## src/rtl/tdbpe_pkg.sv

```systemverilog
// Shared types and constants for the tape data block pulse encoder.
`default_nettype none

package tdbpe_pkg;

  localparam int unsigned TicksW = 28;
  localparam int unsigned CountW = 16;
  localparam int unsigned LenW   = 16;

  localparam logic [TicksW-1:0] TICKS_PER_MS   = 28'd3500;
  localparam logic [TicksW-1:0] TICKS_MAX      = 28'd229372500;
  localparam logic [CountW-1:0] STD_PILOT_LONG  = 16'd8063;
  localparam logic [CountW-1:0] STD_PILOT_SHORT = 16'd3223;
  localparam logic [7:0]        FLAG_THRESHOLD  = 8'd128;
  localparam logic [3:0]        BITS_PER_BYTE   = 4'd8;

  typedef enum logic [2:0] {
    REG_LEADER_MODE  = 3'd0,
    REG_PILOT_COUNT  = 3'd1,
    REG_PILOT_LENGTH = 3'd2,
    REG_SYNC_FIRST   = 3'd3,
    REG_SYNC_SECOND  = 3'd4,
    REG_ZERO_LENGTH  = 3'd5,
    REG_ONE_LENGTH   = 3'd6,
    REG_PAUSE_MS     = 3'd7
  } reg_idx_e;

  typedef enum logic [1:0] {
    LEADER_NONE  = 2'd0,
    LEADER_FIXED = 2'd1,
    LEADER_FLAG  = 2'd2,
    LEADER_RSVD  = 2'd3
  } leader_mode_e;

  typedef enum logic [6:0] {
    PH_IDLE  = 7'b0000001,
    PH_PILOT = 7'b0000010,
    PH_SYNC1 = 7'b0000100,
    PH_SYNC2 = 7'b0001000,
    PH_BITS  = 7'b0010000,
    PH_GAP_A = 7'b0100000,
    PH_GAP_B = 7'b1000000
  } phase_e;

  typedef struct packed {
    leader_mode_e      leader_mode;
    logic [CountW-1:0] pilot_count;
    logic [LenW-1:0]   pilot_ticks;
    logic [LenW-1:0]   sync_first_length;
    logic [LenW-1:0]   sync_second_length;
    logic [LenW-1:0]   zero_length;
    logic [LenW-1:0]   one_length;
    logic [LenW-1:0]   pause_ms;
    logic [TicksW-1:0] gap_ticks;
  } cfg_t;

endpackage

`default_nettype wire

```

## src/rtl/tdbpe_cfg.sv

```systemverilog
// Configuration register file with precomputed gap length in ticks.
`default_nettype none

module tdbpe_cfg
  import tdbpe_pkg::*;
(
  input  wire logic        clk_i,
  input  wire logic        rst_ni,
  input  wire logic        cfg_we_i,
  input  wire logic [2:0]  cfg_idx_i,
  input  wire logic [15:0] cfg_wdata_i,
  output cfg_t             cfg_o
);

  cfg_t cfg_q;
  logic [TicksW-1:0] gap_ticks_d;

  assign gap_ticks_d = TicksW'(cfg_wdata_i) * TICKS_PER_MS;

  always_ff @(posedge clk_i or negedge rst_ni) begin
    if (!rst_ni) begin
      cfg_q.leader_mode        <= LEADER_FLAG;
      cfg_q.pilot_count        <= 16'd8063;
      cfg_q.pilot_ticks        <= 16'd2168;
      cfg_q.sync_first_length  <= 16'd667;
      cfg_q.sync_second_length <= 16'd735;
      cfg_q.zero_length        <= 16'd855;
      cfg_q.one_length         <= 16'd1710;
      cfg_q.pause_ms           <= 16'd0;
      cfg_q.gap_ticks          <= '0;
    end else if (cfg_we_i) begin
      unique case (reg_idx_e'(cfg_idx_i))
        REG_LEADER_MODE:  cfg_q.leader_mode        <= leader_mode_e'(cfg_wdata_i[1:0]);
        REG_PILOT_COUNT:  cfg_q.pilot_count        <= cfg_wdata_i;
        REG_PILOT_LENGTH: cfg_q.pilot_ticks        <= cfg_wdata_i;
        REG_SYNC_FIRST:   cfg_q.sync_first_length  <= cfg_wdata_i;
        REG_SYNC_SECOND:  cfg_q.sync_second_length <= cfg_wdata_i;
        REG_ZERO_LENGTH:  cfg_q.zero_length        <= cfg_wdata_i;
        REG_ONE_LENGTH:   cfg_q.one_length         <= cfg_wdata_i;
        REG_PAUSE_MS: begin
          cfg_q.pause_ms  <= cfg_wdata_i;
          cfg_q.gap_ticks <= gap_ticks_d;
        end
        default: ;
      endcase
    end
  end

  assign cfg_o = cfg_q;

endmodule

`default_nettype wire

```

## src/rtl/tape_data_block_pulse_encoder.sv

```systemverilog
// Top level: turns tape data bytes into runs of alternating-level pulses.
// Each byte is held in the byte state registers; its runs leave through the output register.
// Throughput: one run per cycle while the output is not stalled; a byte has as many runs
// as its phases need (8 for a middle byte, up to 13, or none at all).
// Reset: asynchronous, active low; clears config registers to defaults, phase to idle, output valid low, line low.
`default_nettype none

module tape_data_block_pulse_encoder
  import tdbpe_pkg::*;
(
  input  wire logic        clk_i,
  input  wire logic        rst_ni,
  input  wire logic        cfg_we_i,
  input  wire logic [2:0]  cfg_idx_i,
  input  wire logic [15:0] cfg_wdata_i,
  input  wire logic        s_axis_tvalid,
  output logic             s_axis_tready,
  input  wire logic [15:0] s_axis_tdata,  // data_byte[7:0], bits_used[11:8], zero pad
  input  wire logic        s_axis_tuser,  // block_start
  input  wire logic        s_axis_tlast,  // last_byte
  output logic             m_axis_tvalid,
  input  wire logic        m_axis_tready,
  output logic [47:0]      m_axis_tdata,  // start_level[0], pulse_ticks[28:1],
                                          // pulse_count[44:29], zero pad
  output logic             m_axis_tlast   // run_last
);

  cfg_t cfg;

  tdbpe_cfg u_cfg (
    .clk_i       (clk_i),
    .rst_ni      (rst_ni),
    .cfg_we_i    (cfg_we_i),
    .cfg_idx_i   (cfg_idx_i),
    .cfg_wdata_i (cfg_wdata_i),
    .cfg_o       (cfg)
  );

  // Held byte state
  phase_e            phase_q, phase_d;
  logic [7:0]        byte_q;
  logic [3:0]        bits_left_q;
  logic              gap_q;
  logic [CountW-1:0] pcnt_q;
  logic              level_q;

  // Output register
  logic              ovalid_q;
  logic              olevel_q;
  logic [TicksW-1:0] oticks_q;
  logic [CountW-1:0] ocount_q;
  logic              olast_q;

  logic              in_fire;
  logic              run_fire;
  logic [7:0]        in_byte;
  logic [3:0]        in_used;
  logic              in_lead;
  logic [CountW-1:0] in_pcnt;
  logic [3:0]        in_nbits;
  logic              in_gap;
  phase_e            start_ph;

  phase_e            nxt_ph;
  phase_e            after_lead;
  logic [TicksW-1:0] run_ticks;
  logic [CountW-1:0] run_count;
  logic              split;

  assign in_byte = s_axis_tdata[7:0];
  assign in_used = s_axis_tdata[11:8];

  assign run_fire = (phase_q != PH_IDLE) && (!ovalid_q || m_axis_tready);
  assign s_axis_tready = (phase_q == PH_IDLE) || (run_fire && (nxt_ph == PH_IDLE));
  assign in_fire = s_axis_tvalid && s_axis_tready;

  // Start of a new byte
  always_comb begin
    in_lead = s_axis_tuser &&
              (cfg.leader_mode == LEADER_FIXED || cfg.leader_mode == LEADER_FLAG);
    if (cfg.leader_mode == LEADER_FIXED) begin
      in_pcnt = cfg.pilot_count;
    end else if (in_byte < FLAG_THRESHOLD) begin
      in_pcnt = STD_PILOT_LONG;
    end else begin
      in_pcnt = STD_PILOT_SHORT;
    end
    if (!s_axis_tlast) begin
      in_nbits = BITS_PER_BYTE;
    end else if (in_used > BITS_PER_BYTE) begin
      in_nbits = BITS_PER_BYTE;
    end else begin
      in_nbits = in_used;
    end
    in_gap = s_axis_tlast && (cfg.pause_ms != '0);
    priority if (in_lead && in_pcnt != '0) begin
      start_ph = PH_PILOT;
    end else if (in_lead) begin
      start_ph = PH_SYNC1;
    end else if (in_nbits != '0) begin
      start_ph = PH_BITS;
    end else if (in_gap) begin
      start_ph = PH_GAP_A;
    end else begin
      start_ph = PH_IDLE;
    end
  end

  // Current run and next phase
  always_comb begin
    if (bits_left_q != '0) begin
      after_lead = PH_BITS;
    end else if (gap_q) begin
      after_lead = PH_GAP_A;
    end else begin
      after_lead = PH_IDLE;
    end
    split     = (cfg.pause_ms > 16'd1) && !level_q;
    run_ticks = '0;
    run_count = 16'd1;
    nxt_ph    = PH_IDLE;
    unique case (phase_q)
      PH_PILOT: begin
        run_ticks = TicksW'(cfg.pilot_ticks);
        run_count = pcnt_q;
        nxt_ph    = PH_SYNC1;
      end
      PH_SYNC1: begin
        run_ticks = TicksW'(cfg.sync_first_length);
        nxt_ph    = PH_SYNC2;
      end
      PH_SYNC2: begin
        run_ticks = TicksW'(cfg.sync_second_length);
        nxt_ph    = after_lead;
      end
      PH_BITS: begin
        run_ticks = byte_q[7] ? TicksW'(cfg.one_length) : TicksW'(cfg.zero_length);
        run_count = 16'd2;
        if (bits_left_q > 4'd1) begin
          nxt_ph = PH_BITS;
        end else if (gap_q) begin
          nxt_ph = PH_GAP_A;
        end else begin
          nxt_ph = PH_IDLE;
        end
      end
      PH_GAP_A: begin
        run_ticks = split ? TICKS_PER_MS : cfg.gap_ticks;
        nxt_ph    = split ? PH_GAP_B : PH_IDLE;
      end
      PH_GAP_B: begin
        run_ticks = cfg.gap_ticks - TICKS_PER_MS;
      end
      default: begin
        run_count = '0;
      end
    endcase
  end

  always_comb begin
    phase_d = phase_q;
    if (in_fire) begin
      phase_d = start_ph;
    end else if (run_fire) begin
      phase_d = nxt_ph;
    end
  end

  always_ff @(posedge clk_i or negedge rst_ni) begin
    if (!rst_ni) begin
      phase_q  <= PH_IDLE;
      level_q  <= 1'b0;
      ovalid_q <= 1'b0;
    end else begin
      phase_q <= phase_d;
      if (run_fire) begin
        level_q  <= level_q ^ run_count[0];
        ovalid_q <= 1'b1;
      end else if (m_axis_tready) begin
        ovalid_q <= 1'b0;
      end
    end
  end

  always_ff @(posedge clk_i) begin
    if (in_fire) begin
      byte_q      <= in_byte;
      bits_left_q <= in_nbits;
      gap_q       <= in_gap;
      pcnt_q      <= in_pcnt;
    end else if (run_fire && phase_q == PH_BITS) begin
      byte_q      <= {byte_q[6:0], 1'b0};
      bits_left_q <= bits_left_q - 4'd1;
    end
    if (run_fire) begin
      olevel_q <= level_q;
      oticks_q <= run_ticks;
      ocount_q <= run_count;
      olast_q  <= (nxt_ph == PH_IDLE);
    end
  end

  assign m_axis_tvalid = ovalid_q;
  assign m_axis_tdata  = {3'b000, ocount_q, oticks_q, olevel_q};
  assign m_axis_tlast  = olast_q;

`ifndef ASSERT_OFF
  a_busy_not_idle: assert property (@(posedge clk_i) disable iff (!rst_ni)
    !s_axis_tready |-> (phase_q != PH_IDLE))
    else $error("input stalled with no byte in progress");

  a_bit_keeps_level: assert property (@(posedge clk_i) disable iff (!rst_ni)
    (run_fire && phase_q == PH_BITS) |=> (level_q == $past(level_q)))
    else $error("bit run changed line level");

  a_ticks_range: assert property (@(posedge clk_i) disable iff (!rst_ni)
    (run_fire && (phase_q == PH_GAP_A || phase_q == PH_GAP_B)) |-> (run_ticks <= TICKS_MAX))
    else $error("gap length out of range");

  a_split_follows: assert property (@(posedge clk_i) disable iff (!rst_ni)
    (phase_q == PH_GAP_B) |-> (cfg.pause_ms > 16'd1))
    else $error("split gap without long pause");
`endif

endmodule

`default_nettype wire

```

## config.mk

```make
export PLATFORM = sky130hd
export DESIGN_NAME = tape_data_block_pulse_encoder
export DESIGN_NICKNAME = d
export VERILOG_FILES = /design/src/rtl/tdbpe_pkg.sv /design/src/rtl/tdbpe_cfg.sv /design/src/rtl/tape_data_block_pulse_encoder.sv
export SDC_FILE = /design/constraint.sdc
export NUM_CORES = 1
export LEC_CHECK = 0
export BUFFER_PORTS_ARGS = -buffer_cell sky130_fd_sc_hd__buf_4
export CAP_MARGIN = 20
export CORE_ASPECT_RATIO = 1.2
export CORE_MARGIN = 2
export CORE_UTILIZATION = 55
export DETAILED_ROUTE_END_ITERATION = 8
export PLACE_DENSITY = 0.74
export SYNTH_ARGS = -nofsm -noshare
export SYNTH_HDL_FRONTEND = slang
export SYNTH_SLANG_ARGS = --single-unit
```

## constraint.sdc

```tcl
create_clock -name clk_i -period 4.4 [get_ports clk_i]
set_input_delay 0.44 -clock clk_i [delete_from_list [all_inputs] [get_ports clk_i]]
set_output_delay 0.44 -clock clk_i [all_outputs]
set_load 0.02 [all_outputs]
```

==> results.py <==
metrics = {
    "outcome": {
        "outcome": "complete, no violations",
    },
    "yosys": {
        "synth-main-ff-cell": "dfrtp_1",
        "syn_avg_cell_area_sq_um": 10.7,
        "ys_seq_area_frac": 0.439,
        "async_reset_ff_frac": 0.664,
        "synth_cell_types": 75,
        "synth-seq-cells": 223,
        "yosysWarnings": 0,
        "synth_edf_count": 75,
        "syn_area_sq_um": 13700,
        "syn_inst": 1280,
    },
    "setup_path": {
        "cp.arrival_ns": 4.63,
        "cp_cell_sequence": "buf_4 -> ha_1 -> xor2_1 -> ha_1 -> ha_1 -> fa_1 -> inv_1 -> fa_1 -> inv_1 -> ha_1 -> nand2_1 -> o211ai_1 -> nand3_1 -> a21oi_2 -> a21oi_1 -> or3b_4",
        "rrSetupSlack_ns": 1.26,
        "path_max_fanout": 5,
        "r2r-end": "byte_q[7]",
        "worstRegToRegCells": 6,
        "setup.worst_path.class": "in -> reg",
        "r2r_start": "u_cfg.cfg_o[32]",
        "required_ns": 4.77,
        "max_stage_delay_ns": 0.54,
        "cp-start-kind": "input port",
        "path_common_cell": "ha_1",
        "crit_path_end_kind": "flip-flop",
        "slowest_stage": "fa_1",
    },
    "min_path": {
        "hold_path_depth": 2,
        "hp-class": "in -> reg",
        "min_to": "byte_q[0]",
        "hold_path.startpoint": "s_axis_tdata[0]",
    },
    "pwr": {
        "power_per_cell_area_nw_per_um2": 712,
        "p_leak_uw": 0.00733,
        "vdd_ir_drop_max_uv": 547,
    },
    "floorplan": {
        "dieWidth_um": 148,
        "fp.dieH_um": 177,
        "core_area_sq_um": 24600,
        "io_pins": 93,
        "initial_core_util": 0.557,
        "rows": 63,
        "dieArea_sq_um": 26200,
    },
    "cts": {
        "cts_setup_buffers": 0,
        "cts.sinks": 223,
        "cts_tree": "done",
        "root_buffer": "clkbuf_16",
        "cts.clk_slew.worst_paths_ns": 0.06,
        "clkLatencyLatePin_ns": 0.51,
        "clockBufferDepth": 3,
        "htree_levels": 1,
        "cts_buffers": 21,
    },
    "finish": {
        "antenna_cells": 0,
        "final_cells": 1770,
        "layout-drive-gt1-share": 0.257,
        "layout.nets": 1625,
        "area_growth_pct": 17.8,
    },
    "grt": {
        "grt_pass1_vias": 10400,
        "grt_max_degree": 70,
        "antenna_found_initial": 0,
        "grtUsageTotal": 0.258,
        "grt_overflow": 0,
        "grt_first_pass_wirelength_um": 53600,
    },
    "placed_design": {
        "dp_hpwl_um": 25300,
        "dpl_worst_slack_ns": -0.398,
        "io_buffer_count": 85,
        "placed_cells": 1730,
        "finalWeightedCongestion": 0.920,
    },
    "routing": {
        "ant_nets": 0,
        "drt_iter0_drc": 589,
        "drtPass1Iterations": 5,
        "vias": 10300,
        "drc": 0,
        "wl_per_cell_um": 19.0,
        "viasPerCell": 5.83,
        "wl_um": 33500,
    },
    "sta": {
        "rsz0062_at_grt": "true",
        "hold_viol": 0,
        "period_needed_ns": 4.25,
        "fin_tns_setup_ns": 0,
        "slew_violations": 0,
        "timing.final.crit_share": 0.967,
        "worstMarginPinSlew_ns": 1.12,
        "worst_slack_ns": 0.147,
        "max_freq_mhz": 235,
        "setup_viol": 0,
        "slew-limit-headroom": 0.249,
        "fin_skew_ns": 0.0121,
    },
    "flow_run": {
        "maxCapViolations": 0,
    },
}
synthesized netlist by cell type, types with 5 or more instances:
library cell  number  area [sq um]
nor2_1            48           180
and3_1             8          50.1
a211oi_1           8          60.1
clkbuf_1          42           158
mux2i_1           14           140
ha_1              99          1240
nor2b_1            7          43.8
a31oi_1           11          68.8
nand4_1           13          81.3
dfrtp_1          101          2530
o31ai_1           11          82.6
nand3b_1           6          45.0
nor4_1             7          43.8
nand2b_1          10          62.6
mux2_1             5          56.3
buf_4              5          37.5
xnor2_1            7          61.3
a21o_1            18           135
nand3_1           29           145
inv_1            126           473
or3_1              6          37.5
a21oi_1           34           170
nor3_1            22           110
xor2_1            21           184
o21a_1             5          37.5
and2_1            23           144
nand2_1          138           518
mux2_2            74           833
a221oi_1          11          96.3
edfxtp_1          75          2250
dfstp_2           47          1230
o21ai_0          101           505
o21ai_1           11          55.1
a22oi_1            6          45.0
fa_1              54          1080
buf_2              5          25.0
layout by cell type (no fill, tap or decap), types with 29 or more instances in the layout:
cell type / n
ha_1: 95
o21ai_0: 98
fa_1: 54
nand2_1: 138
mux2_2: 74
inv_1: 124
a21oi_1: 30
edfxtp_1: 75
nand3_1: 29
dfrtp_1: 101
buf_4: 177
nor2_1: 48
dfstp_2: 47
through the flow:
stage               total power, uW  cell area (sq um)  utilization  hold WS, ns
floorplan                      7230              13800            -        0.144
global placement               9250              15300        0.623        0.455
detailed placement             9430              15300        0.623        0.465
CTS                           11400              16100        0.655        0.226
global route                  12300              16100        0.656        0.230
finish                        11500              16100        0.656        0.232
layer usage:
metal / up-vias / wire, um / track usage
li1: 4817 / - / -
met1: 5134 / 13400 / 0.318
met2: 291 / 17300 / 0.467
met3: 74 / 1540 / 0.0286
met4: 0 / 1230 / 0.0976
met5: - / 0 / 0
where the power goes:
group	internal [uW]	switching, uW
Combinational	2750	3310
Clock	1210	777
Sequential	2970	455
flip-flops by register name, indices dropped and copies added, names as in the netlist:
register       count
bits_left_q        4
m_axis_tvalid      1
pcnt_q            16
ocount_q          16
level_q            1
phase_q            7
byte_q             8
olevel_q           1
u_cfg.cfg_o      139
gap_q              1
oticks_q          28
m_axis_tlast       1
worst max-delay path, delay by kind of cell:
| family | cells | cell delay (ns) |
|---|---|---|
| buffers and inverters | 3 | 0.25 |
| AO/OA/AOI/OAI | 3 | 0.67 |
| XOR/XNOR | 1 | 0.19 |
| AND/OR/NAND/NOR | 3 | 0.74 |
| adder cells (fa/ha/maj) | 6 | 2.34 |
how the worst max path moves through the flow:
stage / from / to / slack, ns / cells past startpoint
finish: cfg_wdata_i[4] / u_cfg.cfg_o[23] / 0.15 / 16
global route: cfg_wdata_i[6] / u_cfg.cfg_o[23] / -0.06 / 18
CTS: cfg_wdata_i[6] / u_cfg.cfg_o[23] / 0.11 / 18
detailed placement: cfg_wdata_i[6] / u_cfg.cfg_o[23] / -0.40 / 18
global placement: cfg_wdata_i[6] / u_cfg.cfg_o[23] / -0.28 / 18
floorplan: cfg_wdata_i[12] / u_cfg.cfg_o[23] / 0.06 / 15
what timing repair did:
action                     4_1_cts  5_1_grt
gates resized for setup          0        7
setup endpoints to repair        0        6
hold buffers                     1        0
hold endpoints to repair        32        0
cell type report:
cell class                      instances  area, sq um
Multi-Input combinational cell        878         7100
Clock buffer                           27          609
Sequential cell                       223         6010
Timing Repair Buffer                  180         1370
Tap cell                              325          407
Inverter                              126          473
Clock inverter                         11          159
Fill cell                            1938         8460
kinds of logic (layout without fill, tap and decap cells):
group	Yosys count	in the layout	share of synthesized area
other	1	3	0.000274
buffers and inverters	181	344	0.0521
and+or+nand+nor	341	341	0.123
muxes	93	93	0.0752
adders and majority gates	153	153	0.169
xor gates and xnor gates	29	29	0.0196
AOI/OAI and AO/OA	259	259	0.121
DFF	223	223	0.439
Power figures use the tool's default switching activity.
